File: src/hdl/tlt_pkg.sv
// ----------------------------------------------------------------------------
// tlt_pkg: shared types and constants of the table line tokenizer
// Lexer modes, result kinds, error classes, character codes and the
// character class helpers used by the tokenizer.
// ----------------------------------------------------------------------------
`default_nettype none

package tlt_pkg;

  localparam int DEFAULT_MAX_DEPTH = 255;

  typedef enum logic [3:0] {
    M_START      = 4'd0,
    M_COMMENT    = 4'd1,
    M_DEPTH      = 4'd2,
    M_NAME_START = 4'd3,
    M_NAME       = 4'd4,
    M_POST_NAME  = 4'd5,
    M_VALUE      = 4'd6,
    M_POST_VALUE = 4'd7,
    M_HALT       = 4'd8
  } mode_t;

  typedef enum logic [2:0] {
    K_NONE      = 3'd0,
    K_NAME_CHAR = 3'd1,
    K_VAL_CHAR  = 3'd2,
    K_LINE_OP   = 3'd3,
    K_ERROR     = 3'd4
  } kind_t;

  localparam logic [2:0] E_BAD_LINE_START = 3'd0;
  localparam logic [2:0] E_EARLY_END      = 3'd1;
  localparam logic [2:0] E_AFTER_DEPTH    = 3'd2;
  localparam logic [2:0] E_IN_NAME        = 3'd3;
  localparam logic [2:0] E_AFTER_NAME     = 3'd4;
  localparam logic [2:0] E_NL_IN_QUOTES   = 3'd5;
  localparam logic [2:0] E_IN_VALUE       = 3'd6;
  localparam logic [2:0] E_AFTER_VALUE    = 3'd7;

  localparam logic [7:0] CH_NEWLINE    = 8'd10;
  localparam logic [7:0] CH_SPACE      = 8'd32;
  localparam logic [7:0] CH_QUOTE      = 8'd34;
  localparam logic [7:0] CH_MINUS      = 8'd45;
  localparam logic [7:0] CH_DOT        = 8'd46;
  localparam logic [7:0] CH_COLON      = 8'd58;
  localparam logic [7:0] CH_UNDERSCORE = 8'd95;
  localparam logic [7:0] CH_TILDE      = 8'd126;

  typedef struct packed {
    kind_t      kind;
    logic [7:0] out_char;
    logic [7:0] depth;
    logic       has_value;
    logic [2:0] error_code;
  } result_t;

  function automatic logic is_blank(input logic [7:0] c);
    return (c == CH_SPACE) || (c >= 8'd9 && c <= 8'd13);
  endfunction

  function automatic logic is_letter(input logic [7:0] c);
    return (c >= 8'd65 && c <= 8'd90) || (c >= 8'd97 && c <= 8'd122);
  endfunction

  function automatic logic is_digit(input logic [7:0] c);
    return c >= 8'd48 && c <= 8'd57;
  endfunction

  function automatic logic is_alnum(input logic [7:0] c);
    return is_letter(c) || is_digit(c);
  endfunction

endpackage

`default_nettype wire

File: src/hdl/table_line_tokenizer.sv
// ----------------------------------------------------------------------------
// table_line_tokenizer: per-byte lexer for "colons name [value] [~comment]"
// Classifies each text byte and emits one token word per byte.
// ----------------------------------------------------------------------------
// Usage:
//   Input channel: text_byte with in_valid / in_ready, one byte per word.
//   Output channel: kind, out_char, depth, has_value, error_code with
//   out_valid / out_ready, exactly one word per accepted byte, in order.
//   Each byte's mode transition is resolved in the cycle it is accepted and
//   its token word is written to the output register, or to the skid entry
//   if that is held; throughput is 1 byte per cycle while in_ready is high.
//   A two-entry output stage (register plus skid) keeps in_ready high while
//   a finished word waits; in_ready drops only when both entries are full,
//   i.e. in the cycle after the receiver stalls a full output register while
//   another byte is accepted.
//   After a syntax error the lexer halts and reports kind 0 for every byte
//   until reset. Synchronous reset (rst) returns the lexer to line start,
//   clears the colon count and flags, and empties the output stage.
// ----------------------------------------------------------------------------
`default_nettype none

module table_line_tokenizer
  import tlt_pkg::*;
#(
  parameter int MAX_DEPTH = DEFAULT_MAX_DEPTH
) (
  input  wire logic       clk,
  input  wire logic       rst,
  input  wire logic       in_valid,
  output logic            in_ready,
  input  wire logic [7:0] text_byte,
  output logic            out_valid,
  input  wire logic       out_ready,
  output logic [2:0]      kind,
  output logic [7:0]      out_char,
  output logic [7:0]      depth,
  output logic            has_value,
  output logic [2:0]      error_code
);

  localparam logic [7:0] DepthLimit = 8'(MAX_DEPTH);

  mode_t      lex_mode, lex_mode_next;
  logic [7:0] colon_count, colon_count_next;
  logic       in_quotes, in_quotes_next;
  logic       name_seen, name_seen_next;

  result_t res;
  result_t out_reg, skid_reg;
  logic    out_full, skid_full;
  logic    accept, take;

  logic [7:0] c;
  logic       eol, line_end;

  assign c        = text_byte;
  assign eol      = (c == CH_NEWLINE);
  assign line_end = eol || (c == CH_TILDE);

  assign in_ready = !skid_full;
  assign accept   = in_valid && in_ready;
  assign take     = out_full && out_ready;

  // token word for the current byte
  always_comb begin
    res = '0;
    res.kind = K_NONE;
    case (lex_mode)
      M_START: begin
        if (!line_end && !is_blank(c) && c != CH_COLON) begin
          res.kind = K_ERROR;
          res.error_code = E_BAD_LINE_START;
        end
      end
      M_DEPTH: begin
        if (line_end) begin
          res.kind = K_ERROR;
          res.error_code = E_EARLY_END;
        end else if (is_blank(c) || c == CH_COLON) begin
          res.kind = K_NONE;
        end else if (is_letter(c) || c == CH_UNDERSCORE) begin
          res.kind = K_NAME_CHAR;
          res.out_char = c;
        end else begin
          res.kind = K_ERROR;
          res.error_code = E_AFTER_DEPTH;
        end
      end
      M_NAME_START, M_NAME: begin
        if (line_end) begin
          if (!name_seen) begin
            res.kind = K_ERROR;
            res.error_code = E_EARLY_END;
          end else begin
            res.kind = K_LINE_OP;
            res.depth = colon_count;
          end
        end else if (is_alnum(c) || (name_seen && c == CH_UNDERSCORE)) begin
          res.kind = K_NAME_CHAR;
          res.out_char = c;
        end else if (!is_blank(c)) begin
          res.kind = K_ERROR;
          res.error_code = E_IN_NAME;
        end
      end
      M_POST_NAME: begin
        if (line_end) begin
          res.kind = K_LINE_OP;
          res.depth = colon_count;
        end else if (is_blank(c)) begin
          res.kind = K_NONE;
        end else if (is_alnum(c) || c == CH_UNDERSCORE || c == CH_QUOTE || c == CH_MINUS) begin
          res.kind = K_VAL_CHAR;
          res.out_char = c;
        end else begin
          res.kind = K_ERROR;
          res.error_code = E_AFTER_NAME;
        end
      end
      M_VALUE: begin
        if (in_quotes) begin
          if (eol) begin
            res.kind = K_ERROR;
            res.error_code = E_NL_IN_QUOTES;
          end else begin
            res.kind = K_VAL_CHAR;
            res.out_char = c;
          end
        end else if (line_end) begin
          res.kind = K_LINE_OP;
          res.depth = colon_count;
          res.has_value = 1'b1;
        end else if (is_blank(c)) begin
          res.kind = K_NONE;
        end else if (is_alnum(c) || c == CH_UNDERSCORE || c == CH_DOT || c == CH_MINUS) begin
          res.kind = K_VAL_CHAR;
          res.out_char = c;
        end else begin
          res.kind = K_ERROR;
          res.error_code = E_IN_VALUE;
        end
      end
      M_POST_VALUE: begin
        if (line_end) begin
          res.kind = K_LINE_OP;
          res.depth = colon_count;
          res.has_value = 1'b1;
        end else if (!is_blank(c)) begin
          res.kind = K_ERROR;
          res.error_code = E_AFTER_VALUE;
        end
      end
      default: begin
        res.kind = K_NONE;
      end
    endcase
  end

  // lexer state update
  always_comb begin
    lex_mode_next    = lex_mode;
    colon_count_next = colon_count;
    in_quotes_next   = in_quotes;
    name_seen_next   = name_seen;
    case (lex_mode)
      M_START: begin
        if (line_end) begin
          lex_mode_next = M_COMMENT;
        end else if (c == CH_COLON) begin
          lex_mode_next    = M_DEPTH;
          colon_count_next = 8'd1;
        end
      end
      M_COMMENT: begin
        lex_mode_next = M_COMMENT;
      end
      M_DEPTH: begin
        if (line_end) begin
          lex_mode_next = M_DEPTH;
        end else if (is_blank(c)) begin
          lex_mode_next  = M_NAME_START;
          name_seen_next = 1'b0;
        end else if (is_letter(c) || c == CH_UNDERSCORE) begin
          lex_mode_next  = M_NAME;
          name_seen_next = 1'b1;
        end else if (c == CH_COLON) begin
          if (colon_count < DepthLimit) begin
            colon_count_next = colon_count + 8'd1;
          end
        end
      end
      M_NAME_START, M_NAME: begin
        if (line_end) begin
          if (name_seen) begin
            lex_mode_next = M_COMMENT;
          end
        end else if (is_alnum(c) || (name_seen && c == CH_UNDERSCORE)) begin
          name_seen_next = 1'b1;
          lex_mode_next  = M_NAME;
        end else if (is_blank(c) && lex_mode == M_NAME) begin
          lex_mode_next = M_POST_NAME;
        end
      end
      M_POST_NAME: begin
        if (line_end) begin
          lex_mode_next = M_COMMENT;
        end else if (is_alnum(c) || c == CH_UNDERSCORE || c == CH_QUOTE || c == CH_MINUS) begin
          in_quotes_next = (c == CH_QUOTE);
          lex_mode_next  = M_VALUE;
        end
      end
      M_VALUE: begin
        if (in_quotes) begin
          if (!eol && c == CH_QUOTE) begin
            in_quotes_next = 1'b0;
            lex_mode_next  = M_POST_VALUE;
          end
        end else if (line_end) begin
          lex_mode_next = M_COMMENT;
        end else if (is_blank(c)) begin
          lex_mode_next = M_POST_VALUE;
        end
      end
      M_POST_VALUE: begin
        if (line_end) begin
          lex_mode_next = M_COMMENT;
        end
      end
      default: begin
        lex_mode_next = M_HALT;
      end
    endcase

    // errors halt; outside the halt a newline returns to line start
    if (res.kind == K_ERROR) begin
      lex_mode_next = M_HALT;
    end else if (eol && lex_mode_next != M_HALT) begin
      lex_mode_next  = M_START;
      in_quotes_next = 1'b0;
    end
  end

  always_ff @(posedge clk) begin
    if (rst) begin
      lex_mode    <= M_START;
      colon_count <= '0;
      in_quotes   <= 1'b0;
      name_seen   <= 1'b0;
    end else if (accept) begin
      lex_mode    <= lex_mode_next;
      colon_count <= colon_count_next;
      in_quotes   <= in_quotes_next;
      name_seen   <= name_seen_next;
    end
  end

  // output register with one skid entry behind it
  always_ff @(posedge clk) begin
    if (rst) begin
      out_full  <= 1'b0;
      skid_full <= 1'b0;
    end else begin
      if (!out_full || take) begin
        if (skid_full) begin
          out_full  <= 1'b1;
          skid_full <= accept;
        end else begin
          out_full <= accept;
        end
      end else if (accept) begin
        skid_full <= 1'b1;
      end
    end
  end

  always_ff @(posedge clk) begin
    if (!out_full || take) begin
      if (skid_full) begin
        out_reg <= skid_reg;
        if (accept) begin
          skid_reg <= res;
        end
      end else if (accept) begin
        out_reg <= res;
      end
    end else if (accept) begin
      skid_reg <= res;
    end
  end

  assign out_valid  = out_full;
  assign kind       = out_reg.kind;
  assign out_char   = out_reg.out_char;
  assign depth      = out_reg.depth;
  assign has_value  = out_reg.has_value;
  assign error_code = out_reg.error_code;

endmodule

`default_nettype wire

File: config.mk
export PLATFORM = sky130hd
export DESIGN_NAME = table_line_tokenizer
export DESIGN_NICKNAME = d
export VERILOG_FILES = /design/src/hdl/tlt_pkg.sv /design/src/hdl/table_line_tokenizer.sv
export SDC_FILE = /design/constraint.sdc
export NUM_CORES = 1
export LEC_CHECK = 0
export ABC_AREA = 1
export ABC_CLOCK_PERIOD_IN_PS = 4000
export BUFFER_PORTS_ARGS = -buffer_cell sky130_fd_sc_hd__buf_2
export CORE_MARGIN = 10
export CORE_UTILIZATION = 60
export DETAILED_ROUTE_END_ITERATION = 12
export PLACE_DENSITY_LB_ADDON = 0.15
export SLEW_MARGIN = 20
export SYNTH_ARGS = -nofsm -noshare
export SYNTH_HDL_FRONTEND = slang
export SYNTH_SLANG_ARGS = --single-unit
File: constraint.sdc
create_clock -name clk -period 4 [get_ports clk]
set_input_delay 0.4 -clock clk [delete_from_list [all_inputs] [get_ports clk]]
set_output_delay 0.4 -clock clk [all_outputs]
set_load 0.005 [all_outputs]
==> run summary, run 1 <==
Top cell by count, worst path -> nand2_1
First-pass GRT wire length -> 14700 µm
R2R Setup Slk -> 1830 ps
Number of DRC markers in iteration 0 -> 280
FP Rows -> 28
TritonCTS clock tree -> done
Worst hold endpoint -> lex_mode[0]
Initial core utilization -> 61.40%
Skew final -> 8.452 ps
Max reg flops -> 23
Antenna diode count -> 0
Mapped Nets -> 479
Vias in the first global route -> 3006
Power Density -> 341.8 nW/µm²
Fmax -> 461.6 MHz
CTS Root Cell -> clkbuf_8
# placed instances -> 569
Slew Limit Fails -> 0
Sw frac -> 25.25%
Post_cts resized -> 0
Die area -> 9482 µm²
GRT Util Overall -> 18.58%
Reg clk slew, reported paths -> 70 ps
Worst path arrival time -> 2260 ps
Die width -> 97.38 µm
Final Hold Vio Count -> 0
Initial antenna violation count -> 0
CTS H-tree lvls -> 3
Post-CTS Repair Setup Buffers -> 0
Critical Path, Cell by Cell -> inv_1 > nand2_2 > nor3_1 > nor2_2 > inv_2 > nand2_1 > nand2_1 > a21oi_2 > o21ai_2 > inv_2 > nor2_2 > nand2_1 > nand2_1
RSZ-0062 raised after global routing -> false
Seq/Total Area, Yosys -> 47.37%
Max_cap viols -> 0
Crit start category -> register
Switch Pwr -> 0.3491 mW
Area delta synth->final -> 12.61%
Logic pwr share -> 8.3%
Core Footprint -> 5851 µm²
Num CTS Buffers -> 9
Worst min path class -> input pin to register
CP endpoint kind -> register
Cell count after synthesis -> 466
Largest fanout on the critical path -> 6
Post-layout util -> 69.14%
Seq pwr share -> 51.9%
Static Leakage -> 1.771 nW
Cell-internal power -> 1.034 mW
WP buf/inv -> 3
Worst-margin pin slew -> 736.7 ps
Max IR drop VDD -> 0.0002440 V
Status -> completed
Final Setup Violations -> 0
Top delay family on crit path -> simple AND/OR/NAND/NOR gates
Largest net degree at the start of global routing -> 28
Rel. slew slack -> 50.89%
Vias per cell -> 5.614
Synth Warn # -> 0
Launch point of the worst reg-to-reg path -> lex_mode[3]
Post-DP HPWL -> 6785 µm
Layout cells sized above 1 -> 22.35%
Post-CTS Hold Buffers -> 0
Required time of the worst setup path -> 4090 ps
RR Endpoint -> out_char[0]
CTS max path bufs -> 2
Crit path max-delay cell type -> dfxtp_1
Die H -> 97.38 µm
Levels on crit path -> 13
Synth Area per Inst -> 7.709 µm²
Setup_tns -> 0 ps
DRT antenna net count -> 0
R2R cell count -> 13
CTS Sinks -> 62
Drt pass-1 iters -> 5
Synth Register Bits -> 62
Worst hold path depth -> 2
Synth cell types -> 33
Clock network power share -> 39.8%
Grt total ovfl -> 0
Nets -> 518
Crit share post-route -> 54.15%
CP max stage delay -> 390 ps
Gpl congestion -> 0.9904
DRC -> 0
IO buf count -> 36
Hold Startpoint -> rst
Fin cells -> 585
WL per Instance -> 15.35 µm
Setup CP Type -> register to register
Num ports -> 37
Routed vias -> 3284
Mapped cell area -> 3592 µm²
Tmin final -> 2166 ps
Worst-Skew Late Latency -> 340 ps
Post-Route WL -> 8979 µm
==> logic make-up (layout without fill, tap and decap cells) <==
kind of cell / after synthesis / in the layout / share of synthesized area (%)
flops: 62 / 62 / 47.37
compound gates: 41 / 41 / 6.862
buf+inv: 70 / 114 / 7.524
xor+xnor: 2 / 2 / 0.4877
simple gates: 290 / 290 / 37.41
fa+ha+maj: 1 / 1 / 0.3483
==> cell usage after synthesis <==
library cell	n	share of area, %
a31oi_1	2	0.35
nand3_2	3	0.84
xor2_1	2	0.49
nand2_2	8	1.4
a21oi_1	14	2.0
o21ai_0	8	1.1
dfxtp_1	16	8.9
nand2_1	119	12
nand3_1	34	4.7
inv_1	46	4.8
nor2_2	15	2.6
o2111ai_1	2	0.49
buf_4	1	0.21
nor3_4	1	0.45
clkbuf_1	5	0.52
nor2_1	79	8.3
ha_1	1	0.35
nor3_1	8	1.1
nor3_2	9	2.5
o21bai_2	1	0.31
inv_2	15	1.6
a21oi_2	1	0.24
o21ai_1	6	0.84
nor2_4	1	0.31
a211oi_1	4	0.84
buf_2	3	0.42
o21ai_2	3	0.73
edfxtp_1	46	38
nand2_4	1	0.31
nor3b_2	1	0.35
nand3b_1	4	0.84
nor3b_1	1	0.21
nand4_1	6	1.0
==> area by class of cell <==
type                    count  area (µm²)
well taps                  75       93.84
clock inverters             7       73.82
flip-flops and latches     62        1702
inverters                  61       229.0
clock buffers               9       123.9
multi-input cells         334        1635
repair buffers             37       187.7
fillers                   455        1805
==> cell usage in the layout, fill, tap and decap left out, types with 3 or more instances in the layout <==
cell type  instances
a211oi_1           4
a21oi_1           14
buf_2             36
clkbuf_8           9
dfxtp_1           16
edfxtp_1          46
inv_1             46
inv_2             15
nand2_1          119
nand2_2            8
nand3_1           34
nand3_2            3
nand3b_1           4
nand4_1            6
nor2_1            77
nor2_2            15
nor2_4             3
nor3_1             8
nor3_2             9
o21ai_0            8
o21ai_1            6
o21ai_2            3
==> how the worst max path moves through the flow <==
| stage | slack [ps] | to | start |
|---|---|---|---|
| finish | 1830 | out_char[0] | lex_mode[3] |
| global route | 1690 | out_char[0] | lex_mode[3] |
| CTS | 1630 | skid_reg[15] | skid_full |
| detailed placement | 1640 | skid_reg[19] | skid_full |
| global placement | 1620 | skid_reg[17] | skid_full |
| floorplan | 1840 | skid_reg[0] | in_valid |
==> metal layers <==
layer / share of wire (%) / up-vias / GRT usage, %
li1: - / 1594 / -
met1: 44 / 1503 / 24.82
met2: 45 / 166 / 28.31
met3: 8.3 / 21 / 4.125
met4: 2.2 / 0 / 7.718
met5: 0 / - / 0
==> stage by stage <==
stage               setup WS [ps]  area, µm²  power (mW)  hold slack [ps]
floorplan                    1841       3592      0.7998            476.5
global placement             1620       3837      0.8407            499.5
detailed placement           1640       3837      0.8438            504.9
CTS                          1626       4035       1.382            377.7
global route                 1689       4045       1.434            418.3
finish                       1834       4045       1.383            405.5
==> power groups by stage <==
| stage | combinational, mW | sequential [mW] | clock, mW |
|---|---|---|---|
| final | 0.115 | 0.717 | 0.551 |
| after global routing | 0.128 | 0.719 | 0.587 |
| after CTS | 0.112 | 0.718 | 0.552 |
| after detailed placement | 0.112 | 0.732 | 0 |
| after global placement | 0.110 | 0.731 | 0 |
| after floorplan | 0.0666 | 0.733 | 0 |
Note: power is estimated with default switching activity, not from simulation.
==> inputs of run 2 (changes only) <==
- ABC_CLOCK_PERIOD_IN_PS: 4000 -> 1900
- CORE_UTILIZATION: 60 -> 53
- clock period: 4 -> 1.9 ns (I/O delays scaled with it)
==> run 2 against run 1 <==
- global-route usage down 1.1 points
- largest power group unchanged
- clock-buffer cell count unchanged
- first-iteration DRC count decreased by 8.6%
- register-to-register slack got worse by 1700 ps
- sequential share of layout area decreased by 3.8 points
- total power is 110% higher
- critical path type unchanged
- worst setup slack lost 1700 ps
- sequential cell count is the same
==> run summary, run 2 (synthesis results as in run 1) <==
Num ports -> 37
R2R cell count -> 13
Initial core utilization -> 55.62%
Sw frac -> 25.71%
Reg clk slew, reported paths -> 70 ps
CTS H-tree lvls -> 3
Layout cells sized above 1 -> 31.34%
Post-CTS Hold Buffers -> 0
Vias in the first global route -> 2988
CTS Root Cell -> clkbuf_8
Gpl congestion -> 0.9610
Die H -> 102.3 µm
Status -> completed
Power Density -> 663.2 nW/µm²
Clock network power share -> 39.6%
DRC -> 0
Num CTS Buffers -> 9
RR Endpoint -> lex_mode[0]
Worst-margin pin slew -> 393.9 ps
Tmin final -> 1777 ps
Grt total ovfl -> 0
Static Leakage -> 2.045 nW
Max_cap viols -> 0
DRT antenna net count -> 0
Routed vias -> 3389
Die width -> 102.3 µm
TritonCTS clock tree -> done
Initial antenna violation count -> 0
Crit share post-route -> 93.50%
Die area -> 10470 µm²
Slew Limit Fails -> 0
CP startpoint -> lex_mode[3]
Skew final -> 7.640 ps
# placed instances -> 608
Fin cells -> 629
Vias per cell -> 5.388
Launch point of the worst reg-to-reg path -> lex_mode[3]
Final Setup Violations -> 0
Most frequent cells in the layout -> nand2_1, nor2_1, edfxtp_1, inv_1, buf_4
Crit path capture -> lex_mode[0]
Fmax -> 562.9 MHz
Max reg flops -> 23
Cell-internal power -> 2.205 mW
Max IR drop VDD -> 0.0003483 V
CP endpoint kind -> register
Seq pwr share -> 50.7%
Post-Route WL -> 9147 µm
Largest net degree at the start of global routing -> 29
Most common cell after layout, fill and taps aside -> nand2_1
Largest fanout on the critical path -> 4
IO buf count -> 36
Logic pwr share -> 9.8%
Area delta synth->final -> 24.56%
R2R Setup Slk -> 120 ps
CTS Sinks -> 62
GRT Util Overall -> 17.43%
Nets -> 560
First-pass GRT wire length -> 14300 µm
Setup_tns -> 0 ps
FP Rows -> 29
CTS max path bufs -> 2
Worst-Skew Late Latency -> 340 ps
Antenna diode count -> 0
Final Hold Vio Count -> 0
Number of DRC markers in iteration 0 -> 256
Post-DP HPWL -> 6859 µm
Worst min path class -> input pin to register
Core Footprint -> 6459 µm²
Drt pass-1 iters -> 5
Crit start category -> register
Rel. slew slack -> 73.70%
Required time of the worst setup path -> 2130 ps
Worst path arrival time -> 2000 ps
Switch Pwr -> 0.7630 mW
Setup CP Type -> register to register
WL per Instance -> 14.54 µm
run 2: how the worst min path moves through the flow:
stage | from | cells after the start | end
6_report | rst | 2 | lex_mode[0]
5_1_grt | rst | 2 | lex_mode[0]
4_1_cts | rst | 2 | lex_mode[0]
3_5_place_dp | skid_reg[1] | 2 | error_code[1]
3_3_place_gp | skid_reg[1] | 2 | error_code[1]
2_1_floorplan | rst | 1 | name_seen
run 2: stage by stage:
| stage | worst slack, ps | hold WS, ps | utilization, % | cell area (µm²) | power [mW] |
|---|---|---|---|---|---|
| 2_1_floorplan | 172.8 | 268.5 | - | 3597 | 1.684 |
| 5_1_grt | -29.87 | 199.8 | 69.28 | 4474 | 3.074 |
| 3_3_place_gp | -32.59 | 502.1 | 64.14 | 4143 | 1.811 |
| 4_1_cts | 9.220 | 181.2 | 67.30 | 4347 | 2.973 |
| 6_report | 123.4 | 195.0 | 69.28 | 4474 | 2.968 |
| 3_5_place_dp | -49.63 | 502.4 | 64.14 | 4143 | 1.814 |
run 2: critical path: stages (launching register included):
cell and delay, ps:
dfxtp_2 330, inv_1 100, nand2_4 90, nor3_4 180
buf_4 150, nand3_1 90, nor2_1 160, nor2_2 60
o21ai_1 100, nor2_2 80, nand2_2 120, nor2_1 60
nor2_1 90, nor2_1 40
run 2: layer usage:
| layer | share of wire (%) | GRT usage [%] | up-vias |
|---|---|---|---|
| li1 | - | - | 1687 |
| met1 | 45 | 23.78 | 1555 |
| met2 | 45 | 25.98 | 132 |
| met3 | 8.4 | 3.981 | 15 |
| met4 | 1.9 | 7.375 | 0 |
| met5 | 0 | 0 | - |
run 2: final cells by class:
type                    instances  area, µm²
clock buffers                   9      123.9
clock inverters                 7      72.57
fillers                       523       1984
inverters                      61      237.7
multi-input cells             334       1707
flip-flops and latches         62       1712
well taps                      77      96.34
repair buffers                 78      520.5
repair inverters                1      5.005
run 2: power groups by stage:
stage / clock, mW / combinational [mW] / sequential (mW)
final: 1.17 / 0.289 / 1.50
after global routing: 1.24 / 0.322 / 1.51
after CTS: 1.19 / 0.278 / 1.51
after detailed placement: 0 / 0.277 / 1.54
after global placement: 0 / 0.275 / 1.54
after floorplan: 0 / 0.142 / 1.54
run 2: repair_timing:
action	4_1_cts	5_1_grt
pin swaps	0	5
gates resized for setup	2	25
cloned	0	1
setup buffers	0	4
hold endpoints to repair	0	0
setup endpoints to repair	2	28
